===== config.mk =====
export PLATFORM = sky130hd
export DESIGN_NAME = scancode_to_ascii_translator
export DESIGN_NICKNAME = d
export VERILOG_FILES = /design/src/sc2a_pkg.sv /design/src/scancode_to_ascii_translator.sv
export VERILOG_INCLUDE_DIRS = /design/src /design/src/src
export SDC_FILE = /design/constraint.sdc
export NUM_CORES = 1
export LEC_CHECK = 0
export BUFFER_PORTS_ARGS = -buffer_cell sky130_fd_sc_hd__buf_2
export CORE_UTILIZATION = 56
export CTS_CLUSTER_DIAMETER = 40
export CTS_CLUSTER_SIZE = 40
export DETAILED_ROUTE_END_ITERATION = 8
export HOLD_SLACK_MARGIN = 0.05
export PLACE_DENSITY_LB_ADDON = 0.25
export SYNTH_ARGS = -nofsm -noshare
export SYNTH_HDL_FRONTEND = slang
export SYNTH_SLANG_ARGS = --single-unit

===== constraint.sdc =====
create_clock -name clk_i -period 2.6 [get_ports clk_i]
set_input_delay 0.52 -clock clk_i [delete_from_list [all_inputs] [get_ports clk_i]]
set_output_delay 0.52 -clock clk_i [all_outputs]
set_load 0.05 [all_outputs]

===== src/scancode_to_ascii_translator_defines.svh =====
// Assertion macros for the scancode translator.
// Expect clk_i and rst_ni in the scope where they are used.
`ifndef SCANCODE_TO_ASCII_TRANSLATOR_DEFINES_SVH
`define SCANCODE_TO_ASCII_TRANSLATOR_DEFINES_SVH

// Same-cycle implication, disabled while reset is low.
`define SC2A_ASSERT_NOW(label, ante, cons) \
  label: assert property (@(posedge clk_i) disable iff (!rst_ni) (ante) |-> (cons)) \
    else $error("scancode translator: check failed");

// Next-cycle implication, disabled while reset is low.
`define SC2A_ASSERT_NEXT(label, ante, cons) \
  label: assert property (@(posedge clk_i) disable iff (!rst_ni) (ante) |=> (cons)) \
    else $error("scancode translator: check failed");

`endif


===== src/sc2a_pkg.sv =====
// Shared constants, types and lookup functions for the scancode translator.
// No dependencies.
package sc2a_pkg;

  localparam int unsigned SC2A_MAP_ENTRIES = 58;
  localparam int unsigned SC2A_MAX_RUN     = 4;
  localparam int unsigned SC2A_CHAR_W      = 7;
  localparam int unsigned SC2A_CNT_W       = $clog2(SC2A_MAX_RUN + 1);

  // Scancodes with a special role
  localparam logic [7:0] SC_RELEASE_BIT   = 8'h80;
  localparam logic [7:0] SC_LSHIFT_MAKE   = 8'h2a;
  localparam logic [7:0] SC_LSHIFT_BREAK  = 8'haa;
  localparam logic [7:0] SC_RSHIFT_MAKE   = 8'h36;
  localparam logic [7:0] SC_RSHIFT_BREAK  = 8'hb6;
  localparam logic [7:0] SC_CTRL_MAKE     = 8'h1d;
  localparam logic [7:0] SC_CTRL_BREAK    = 8'h9d;
  localparam logic [7:0] SC_CAPS_MAKE     = 8'h3a;
  localparam logic [7:0] SC_EXT_PREFIX    = 8'he0;
  localparam logic [7:0] SC_UP            = 8'h48;
  localparam logic [7:0] SC_DOWN          = 8'h50;
  localparam logic [7:0] SC_RIGHT         = 8'h4d;
  localparam logic [7:0] SC_LEFT          = 8'h4b;
  localparam logic [7:0] SC_DEL           = 8'h53;
  localparam logic [7:0] SC_HOME          = 8'h47;
  localparam logic [7:0] SC_END           = 8'h4f;

  localparam logic [6:0] CH_ESC   = 7'h1b;
  localparam logic [6:0] CH_LBRK  = 7'h5b;
  localparam logic [6:0] CH_TILDE = 7'h7e;
  localparam logic [6:0] CH_CASE  = 7'h20;

  typedef logic [SC2A_CHAR_W-1:0] char_t;

  typedef struct packed {
    logic [SC2A_CNT_W-1:0]            len;
    logic [SC2A_MAX_RUN-1:0][SC2A_CHAR_W-1:0] bytes;  // bytes[0] goes out first
  } run_t;

  function automatic logic is_letter(input char_t c);
    is_letter = ((c >= 7'h41) && (c <= 7'h5a)) || ((c >= 7'h61) && (c <= 7'h7a));
  endfunction

  // Unshifted keymap; entries that are not defined are zero.
  function automatic char_t map_lower(input logic [6:0] idx);
    case (idx)
      7'd2:  map_lower = 7'h31;  7'd3:  map_lower = 7'h32;  7'd4:  map_lower = 7'h33;
      7'd5:  map_lower = 7'h34;  7'd6:  map_lower = 7'h35;  7'd7:  map_lower = 7'h36;
      7'd8:  map_lower = 7'h37;  7'd9:  map_lower = 7'h38;  7'd10: map_lower = 7'h39;
      7'd11: map_lower = 7'h30;  7'd12: map_lower = 7'h2d;  7'd13: map_lower = 7'h3d;
      7'd14: map_lower = 7'h08;  7'd15: map_lower = 7'h09;  7'd16: map_lower = 7'h71;
      7'd17: map_lower = 7'h77;  7'd18: map_lower = 7'h65;  7'd19: map_lower = 7'h72;
      7'd20: map_lower = 7'h74;  7'd21: map_lower = 7'h79;  7'd22: map_lower = 7'h75;
      7'd23: map_lower = 7'h69;  7'd24: map_lower = 7'h6f;  7'd25: map_lower = 7'h70;
      7'd26: map_lower = 7'h5b;  7'd27: map_lower = 7'h5d;  7'd28: map_lower = 7'h0a;
      7'd30: map_lower = 7'h61;  7'd31: map_lower = 7'h73;  7'd32: map_lower = 7'h64;
      7'd33: map_lower = 7'h66;  7'd34: map_lower = 7'h67;  7'd35: map_lower = 7'h68;
      7'd36: map_lower = 7'h6a;  7'd37: map_lower = 7'h6b;  7'd38: map_lower = 7'h6c;
      7'd39: map_lower = 7'h3b;  7'd40: map_lower = 7'h27;  7'd41: map_lower = 7'h60;
      7'd43: map_lower = 7'h5c;  7'd44: map_lower = 7'h7a;  7'd45: map_lower = 7'h78;
      7'd46: map_lower = 7'h63;  7'd47: map_lower = 7'h76;  7'd48: map_lower = 7'h62;
      7'd49: map_lower = 7'h6e;  7'd50: map_lower = 7'h6d;  7'd51: map_lower = 7'h2c;
      7'd52: map_lower = 7'h2e;  7'd53: map_lower = 7'h2f;  7'd57: map_lower = 7'h20;
      default: map_lower = 7'h00;
    endcase
  endfunction

  // Shifted keymap: symbols differ, letters are the upper case of the plain map.
  function automatic char_t map_shifted(input logic [6:0] idx);
    char_t lo;
    lo = map_lower(idx);
    case (idx)
      7'd2:  map_shifted = 7'h21;  7'd3:  map_shifted = 7'h40;  7'd4:  map_shifted = 7'h23;
      7'd5:  map_shifted = 7'h24;  7'd6:  map_shifted = 7'h25;  7'd7:  map_shifted = 7'h5e;
      7'd8:  map_shifted = 7'h26;  7'd9:  map_shifted = 7'h2a;  7'd10: map_shifted = 7'h28;
      7'd11: map_shifted = 7'h29;  7'd12: map_shifted = 7'h5f;  7'd13: map_shifted = 7'h2b;
      7'd26: map_shifted = 7'h7b;  7'd27: map_shifted = 7'h7d;  7'd39: map_shifted = 7'h3a;
      7'd40: map_shifted = 7'h22;  7'd41: map_shifted = 7'h7e;  7'd43: map_shifted = 7'h7c;
      7'd51: map_shifted = 7'h3c;  7'd52: map_shifted = 7'h3e;  7'd53: map_shifted = 7'h3f;
      default: map_shifted = is_letter(lo) ? (lo ^ CH_CASE) : lo;
    endcase
  endfunction

  // Pick one of the four keymaps; caps lock flips the case of letters only.
  function automatic char_t keymap(input logic [6:0] idx, input logic shift,
                                   input logic caps);
    char_t c;
    c = shift ? map_shifted(idx) : map_lower(idx);
    keymap = (caps && is_letter(c)) ? (c ^ CH_CASE) : c;
  endfunction

  // Fold letters and a few symbols to control codes while ctrl is held.
  function automatic char_t ctrl_fold(input char_t c);
    if (c >= 7'h61 && c <= 7'h7a) begin
      ctrl_fold = c - 7'h60;
    end else if (c >= 7'h41 && c <= 7'h5e) begin
      ctrl_fold = c - 7'h40;
    end else begin
      ctrl_fold = c;
    end
  endfunction

  // Escape sequence for an extended make code; zero length when none.
  function automatic run_t esc_lookup(input logic [7:0] s);
    run_t r;
    r.len   = SC2A_CNT_W'(3);
    r.bytes = '0;
    r.bytes[0] = CH_ESC;
    r.bytes[1] = CH_LBRK;
    case (s)
      SC_UP:    r.bytes[2] = 7'h41;
      SC_DOWN:  r.bytes[2] = 7'h42;
      SC_RIGHT: r.bytes[2] = 7'h43;
      SC_LEFT:  r.bytes[2] = 7'h44;
      SC_DEL: begin
        r.bytes[2] = 7'h33; r.bytes[3] = CH_TILDE; r.len = SC2A_CNT_W'(4);
      end
      SC_HOME: begin
        r.bytes[2] = 7'h31; r.bytes[3] = CH_TILDE; r.len = SC2A_CNT_W'(4);
      end
      SC_END: begin
        r.bytes[2] = 7'h34; r.bytes[3] = CH_TILDE; r.len = SC2A_CNT_W'(4);
      end
      default: r.len = '0;
    endcase
    esc_lookup = r;
  endfunction

endpackage


===== src/scancode_to_ascii_translator.sv =====
// Set-1 scancode to ASCII translator, top level.
// Depends on sc2a_pkg and scancode_to_ascii_translator_defines.svh.
//
//   channel  dir  fields (low bit up)                       accept
//   s_*      in   tdata: scan_byte[7:0]                     tvalid & tready
//   m_*      out  tdata: char_out[6:0], pad; tuser:          tvalid & tready
//                 with_ctrl; tlast: last_of_run
//
// A scancode is decoded in the cycle it is taken and its run of 0 to 4 bytes
// lands in the run register, which sends one byte per cycle while m_tready_i is high.
// Plain keys sustain one scancode per cycle while the output is ready; escape
// sequences hold off input while the single-byte output port drains the run register.
// Input is taken while the run register is empty or sends its last byte.
// Reset clears the four key flags and the run count.
`include "scancode_to_ascii_translator_defines.svh"

module scancode_to_ascii_translator
  import sc2a_pkg::*;
#(
  parameter int unsigned MAP_ENTRIES = SC2A_MAP_ENTRIES
) (
  input  logic       clk_i,
  input  logic       rst_ni,
  input  logic       s_tvalid_i,
  output logic       s_tready_o,
  input  logic [7:0] s_tdata_i,   // [7:0] scan_byte
  output logic       m_tvalid_o,
  input  logic       m_tready_i,
  output logic [7:0] m_tdata_o,   // [6:0] char_out, [7] zero
  output logic       m_tuser_o,   // [0] with_ctrl
  output logic       m_tlast_o
);

  logic                  shift_q, shift_d;
  logic                  caps_q, caps_d;
  logic                  ctrl_q, ctrl_d;
  logic                  prefix_q, prefix_d;
  logic [SC2A_CNT_W-1:0] cnt_q, cnt_d;
  logic [SC2A_MAX_RUN-1:0][SC2A_CHAR_W-1:0] run_q, run_d;
  logic                  wctrl_q, wctrl_d;

  logic   in_fire, out_fire, release_b;
  run_t   new_run;
  run_t   esc_run;
  char_t  key_c;

  assign release_b = |(s_tdata_i & SC_RELEASE_BIT);
  assign esc_run   = esc_lookup(s_tdata_i);

  always_comb begin
    key_c = '0;
    if (!release_b && (s_tdata_i < 8'(MAP_ENTRIES))) begin
      key_c = keymap(s_tdata_i[6:0], shift_q, caps_q);
    end
    if (ctrl_q) begin
      key_c = ctrl_fold(key_c);
    end
  end

  // Decode one scancode: update key flags, build its output run
  always_comb begin
    shift_d  = shift_q;
    caps_d   = caps_q;
    ctrl_d   = ctrl_q;
    prefix_d = prefix_q;
    new_run  = '0;
    if (s_tdata_i == SC_LSHIFT_MAKE || s_tdata_i == SC_LSHIFT_BREAK ||
        s_tdata_i == SC_RSHIFT_MAKE || s_tdata_i == SC_RSHIFT_BREAK) begin
      shift_d = !release_b;
    end else if (s_tdata_i == SC_CTRL_MAKE || s_tdata_i == SC_CTRL_BREAK) begin
      ctrl_d = !release_b;
    end else if (s_tdata_i == SC_CAPS_MAKE) begin
      caps_d = !caps_q;
    end else if (s_tdata_i == SC_EXT_PREFIX) begin
      prefix_d = 1'b1;
    end else if (prefix_q) begin
      prefix_d = 1'b0;
      new_run  = esc_run;
    end else if (key_c != '0) begin
      new_run.len      = SC2A_CNT_W'(1);
      new_run.bytes[0] = key_c;
    end
  end

  assign out_fire   = m_tvalid_o && m_tready_i;
  assign s_tready_o = (cnt_q == '0) || ((cnt_q == SC2A_CNT_W'(1)) && m_tready_i);
  assign in_fire    = s_tvalid_i && s_tready_o;

  always_comb begin
    cnt_d   = cnt_q - SC2A_CNT_W'(out_fire);
    run_d   = run_q;
    wctrl_d = wctrl_q;
    if (out_fire) begin
      run_d = {SC2A_CHAR_W'(0), run_q[SC2A_MAX_RUN-1:1]};
    end
    if (in_fire) begin
      cnt_d = new_run.len;
      if (new_run.len != '0) begin
        run_d   = new_run.bytes;
        wctrl_d = ctrl_q;
      end
    end
  end

  always_ff @(posedge clk_i or negedge rst_ni) begin
    if (!rst_ni) begin
      shift_q  <= 1'b0;
      caps_q   <= 1'b0;
      ctrl_q   <= 1'b0;
      prefix_q <= 1'b0;
      cnt_q    <= '0;
    end else begin
      cnt_q <= cnt_d;
      if (in_fire) begin
        shift_q  <= shift_d;
        caps_q   <= caps_d;
        ctrl_q   <= ctrl_d;
        prefix_q <= prefix_d;
      end
    end
  end

  always_ff @(posedge clk_i) begin
    run_q   <= run_d;
    wctrl_q <= wctrl_d;
  end

  assign m_tvalid_o = (cnt_q != '0);
  assign m_tdata_o  = {1'b0, run_q[0]};
  assign m_tuser_o  = wctrl_q;
  assign m_tlast_o  = (cnt_q == SC2A_CNT_W'(1));

  `SC2A_ASSERT_NOW(a_cnt_bound, 1'b1, cnt_q <= SC2A_CNT_W'(SC2A_MAX_RUN))
  `SC2A_ASSERT_NOW(a_ready_near_empty, s_tready_o, cnt_q <= SC2A_CNT_W'(1))
  `SC2A_ASSERT_NEXT(a_run_continues, out_fire && !m_tlast_o,
                    m_tvalid_o && (m_tuser_o == $past(m_tuser_o)))
  `SC2A_ASSERT_NEXT(a_flags_hold, !in_fire,
                    $stable(shift_q) && $stable(caps_q) && $stable(ctrl_q) && $stable(prefix_q))

endmodule

# Word-level counts from Yosys, hierarchy flattened
# Memories as Yosys holds them, arrays and structs flattened.
# Index checks and enable logic that the tools add are counted.
# word_totals
output_inout_bits,12
wordCells,131
ram_bits,0
latchBits,0
inputBits,12
mem_bits_ro,896
memories,2
regBits,36
# mem_list
name,depth,width,rd,rd_ports_with_merged_regs,write_ports,line,text
(no name shown),64,7,1,0,0,sc2a_pkg.sv:46,case (idx)
(no name shown),64,7,1,0,0,sc2a_pkg.sv:46,
# op_classes
n_mux,30
n_reduce_logical,31
n_lt_le_gt_ge,13
div_mod_pow,0
multipliers,0
eq_ne,37
bitwise_logic,5
addsub,3
shifts,0
# op_table
operator,count
7-bit one-hot mux with 21 select lines,1
31-bit 2-to-1 mux,4
7-bit 2-to-1 mux,13
28-bit 2-to-1 mux,3
"8-bit by 7-bit equality test with 1-bit output, second input constant",7
"7-bit by 6-bit equality test with 1-bit output, second input constant",7
7-bit one-hot mux with 7 select lines,1
"7-bit by 4-bit equality test with 1-bit output, second input constant",6
"7-bit greater-or-equal comparator, second input constant",6
"7-bit <= comparator, second input constant",6
"8-bit equality test, second input constant",4
"7-bit by 3-bit equality test with 1-bit output, second input constant",4
"8-bit by 6-bit equality test with 1-bit output, second input constant",3
21-bit 2-to-1 mux,1
"7-bit by 2-bit equality test with 1-bit output, second input constant",2
"7-bit by 5-bit equality test with 1-bit output, second input constant",2
"7-bit subtractor, second input constant",2
6-bit 2-to-1 mux,2
1-bit logical AND,11
"8-bit by 5-bit equality test with 1-bit output, second input constant",1
"8-bit by 6-bit < comparator with 1-bit output, second input constant",1
4-bit AND reduction,2
1-bit logical OR,7
7-bit nonzero test,1
13 further kinds,22

# Logic depth before layout (Yosys ltp)
# logic_depth
word_depth,31
mapped_depth,17
mapped_depth_nobuf,13

# Worst setup path before layout
# No wires, ideal clock.
# synth_path
path_kind,input -> register
startpoint,input port s_tdata_i[2]
endpoint,"register run_q, in the netlist m_tdata_o[0]"
required_ns,2.480
n_path_buf,3
setup_time_ns,0.120
path_slack_ns,-1.287
arrival_time_ns,3.767
cell_stages,16
path_cell_list,buf_4 -> inv_2 -> clkbuf_1 -> ha_1 -> o21ai_0 -> a311o_1 -> o311a_1 -> and2_1 -> a221o_1 -> a2111o_1 -> o21a_2 -> nor4_4 -> a2111oi_4 -> or2_1 -> buf_6 -> o31a_1
# synth_lines
item,line,text
from (decl),scancode_to_ascii_translator.sv:26,"input logic [7:0] s_tdata_i,"
to (signal assigned),scancode_to_ascii_translator.sv:124,run_q <= run_d;
to (decl),scancode_to_ascii_translator.sv:39,"logic [SC2A_MAX_RUN-1:0][SC2A_CHAR_W-1:0] run_q, run_d;"

==> impl_metrics.env <==
export IMPL_outcome="finished with violations"
export IMPL_violations="setup timing"
export IMPL_antennaDiodeCount=0
export IMPL_ys_flop_type="dfxtp_1"
export IMPL_drt_iter0_drc=629
export IMPL_yosysWarningCount=0
export IMPL_fmax_mhz=259.4
export IMPL_row_count=28
export IMPL_first_global_vias=4176
export IMPL_start_util=0.5929
export IMPL_die_area_sq_um=6741
export IMPL_path_cells="buf_8 -> clkinvlp_4 -> ha_4 -> or4_4 -> a221oi_4 -> o32ai_4 -> nor4_4 -> buf_4 -> a211oi_4 -> buf_6 -> a21oi_4 -> nor4_4 -> a2111oi_4 -> buf_4 -> or2_4 -> mux2i_1"
export IMPL_ant_nets=0
export IMPL_area_delta_synth_final_pct=45.82
export IMPL_clk_latency_ps=290
export IMPL_whs_ps=50.36
export IMPL_cts_tree="done"
export IMPL_drv_slew=0
export IMPL_slowest_stage="or4_4"
export IMPL_syn_area_per_cell_sq_um=7.761
export IMPL_setup_slack_ps=-1255
export IMPL_htree_levels=2
export IMPL_die_x_um=82.11
export IMPL_ys_types=92
export IMPL_dpl_cell_area_sq_um=4686
export IMPL_fp_dieH_um=82.11
export IMPL_pre_cts_slack_ps=-1441
export IMPL_antenna_found_initial=0
export IMPL_hold_viol_final=0
export IMPL_syn_nets=490
export IMPL_worstSetupPathType="input pin to flip-flop"
export IMPL_layout_drive_gt1_share=0.4212
export IMPL_syn_area_sq_um=3593
export IMPL_clockRootBuffer="clkbuf_8"
export IMPL_rsz0062_at_grt="true"
export IMPL_maxCapViolCount=0
export IMPL_crit_fanout=6
export IMPL_nets=629
export IMPL_clkTransAtPathRegs_ps=70
export IMPL_cts_buffers=5
export IMPL_wl_per_cell_um=21.98
export IMPL_dp_cells=653
export IMPL_grt_pass1_wl_mm=21.87
export IMPL_finalClockSkew_ps=8.144
export IMPL_drcViolationCount=0
export IMPL_gp_congestion=1.039
export IMPL_end_kind="flip-flop"
export IMPL_total_power_mw=2.425
export IMPL_fillers=328
export IMPL_stdcell_count=678
export IMPL_grt_max_degree=29
export IMPL_hold_buffers=0
export IMPL_via_per_inst=6.767
export IMPL_wl_mm=14.90
export IMPL_stdcell_area_sq_um=5240
export IMPL_syn_inst=463
export IMPL_async_flop_share=0.1944
export IMPL_slowest_delay_ps=450
export IMPL_hpwl_mm=9.430
export IMPL_ir_drop_mv=0.9903
export IMPL_power_density_nw_per_um2=462.7
export IMPL_io_pins=24
export IMPL_grt_ovfl_total=0
export IMPL_timing_final_crit_share=1.483
export IMPL_critPathRequiredTime_ps=2810
export IMPL_min_path_type="input pin to asynchronous set/reset pin"
export IMPL_cellLeakagePower_nw=2.196
export IMPL_relSlewSlack=0.6509
export IMPL_vias=4588
export IMPL_io_buffers=22
export IMPL_drt_pass1_iterations=6
export IMPL_setup_viol=30
export IMPL_cts_sinks=36
export IMPL_worstMarginPinSlew_ps=520.1
export IMPL_synth_edff_count=1
export IMPL_clockBufferDepth=2
export IMPL_core_sq_um=6061
export IMPL_startpoint_type="input pin"
export IMPL_grt_use_total=0.4364
export IMPL_timing_final_crit_period_ps=3855
export IMPL_arrival_ps=4060
export IMPL_ys_ff_latch=36
export IMPL_seq_area_frac_synth=0.2131
Yosys cell counts (all sizes together), types with 4 or more instances:
library cell | instances | area, sq um
o31ai | 5 | 37.54
inv | 13 | 48.80
o21a | 5 | 38.79
a211oi | 7 | 62.56
o21ai | 41 | 216.5
nor4 | 5 | 67.56
nand2 | 70 | 262.8
nand2b | 10 | 62.56
nor2 | 29 | 108.9
and3 | 7 | 48.80
dfrtp | 7 | 175.2
clkbuf | 12 | 45.04
a21o | 4 | 30.03
ha | 15 | 187.7
a31oi | 9 | 56.30
o211ai | 8 | 60.06
buf | 29 | 212.7
nor3 | 10 | 55.05
nand3 | 16 | 80.08
and2 | 7 | 46.30
a21oi | 21 | 108.9
o22ai | 5 | 43.79
mux2i | 15 | 150.1
nor2b | 11 | 68.82
dfxtp | 28 | 560.5
power breakdown:
part / total [mW] / switching [mW] / internal (mW)
logic: 1.30 / 0.791 / 0.505
clock network: 0.488 / 0.203 / 0.285
registers: 0.641 / 0.0351 / 0.606
path summary, 6_finish.rpt:
check | start | endpoint | slack [ps] | depth (start not counted)
setup reg to reg | shift_q | m_tdata_o[4] | -200 | 10
hold reg to reg | ctrl_q | m_tuser_o | 450 | 0
setup / recovery | s_tdata_i[1] | m_tdata_o[4] | -1260 | 16
max in group asynchronous | rst_ni | prefix_q | 2400 | 1
min in group clk_i | ctrl_q | m_tuser_o | 450 | 0
hold / removal | rst_ni | ctrl_q | 50 | 1
registers in the layout (all words and copies together), names as in the netlist:
| name | cells |
|---|---|
| run_q | 21 |
| m_tdata_o | 7 |
| cnt_q | 3 |
| caps_q | 1 |
| ctrl_q | 1 |
| m_tuser_o | 1 |
| prefix_q | 1 |
| shift_q | 1 |
cells by family after synthesis:
kind of cell,synth area share
buf+inv,0.08635
mux,0.05745
fa+ha+maj,0.05223
other cells,0.001044
xor+xnor,0.01219
simple gates,0.2618
compound gates,0.3158
flops,0.2131
stage by stage:
| stage | util | setup TNS, ps |
|---|---|---|
| global placement | 0.7731 | -37390 |
| finish | 0.8646 | -34610 |
| global route | 0.8646 | -38700 |
| CTS | 0.8412 | -27260 |
| floorplan | - | -25380 |
| detailed placement | 0.7731 | -41410 |
critical path: cells and delay by family:
family / cells / cell delay (ps)
AOI/OAI and AO/OA: 5 / 1170
adders and majority gates: 1 / 260
buffers and inverters: 5 / 820
muxes: 1 / 240
and+or+nand+nor: 4 / 1040
placed cells by master (no fill, tap or decap), types with 3 or more instances in the layout:
master,n
ha_4,5
buf_2,21
nor2b_1,11
inv_1,9
a21oi_1,13
a211o_1,3
nand3_1,16
nand2_1,70
o22ai_2,3
nand2b_1,9
nor3_1,8
and2_1,5
clkbuf_8,5
nor2_1,25
dfrtp_1,7
a21oi_2,7
and3_1,6
o21a_1,4
nor4_4,3
o21ai_2,7
nor2_4,3
o211ai_1,8
buf_6,8
mux2i_1,15
ha_1,10
a31oi_1,8
a211oi_1,4
o21ai_1,11
a21o_1,4
buf_4,137
buf_12,5
dfxtp_1,28
o21ai_0,22
o31ai_1,3
routing by layer:
layer | up-vias | wire (um) | GRT usage
met5 | - | 0 | 0
met4 | 0 | 901 | 0.1895
met3 | 111 | 1782 | 0.1341
met2 | 380 | 6537 | 0.6769
met1 | 2124 | 5678 | 0.5554
li1 | 1973 | - | -
timing repair:
| action | in CTS | in global routing |
|---|---|---|
| setup buffers | 9 | 8 |
| endpoints found under the hold margin | 0 | 0 |
| endpoints found under the setup margin | 30 | 30 |
| cloned | 2 | 0 |
| gates resized for setup | 41 | 22 |
| pin swaps | 25 | 26 |
final cells by class:
type                            instances  area, sq um  area share
Clock buffer                            6        72.57     0.01385
Clock inverter                          2        35.03    0.006686
Inverter                               14        61.31     0.01170
Multi-Input combinational cell        372         2845      0.5430
Sequential cell                        36        765.7      0.1461
Tap cell                               75        93.84     0.01791
Timing Repair Buffer                  173         1366      0.2607
Note: power is estimated with default switching activity, not from simulation.
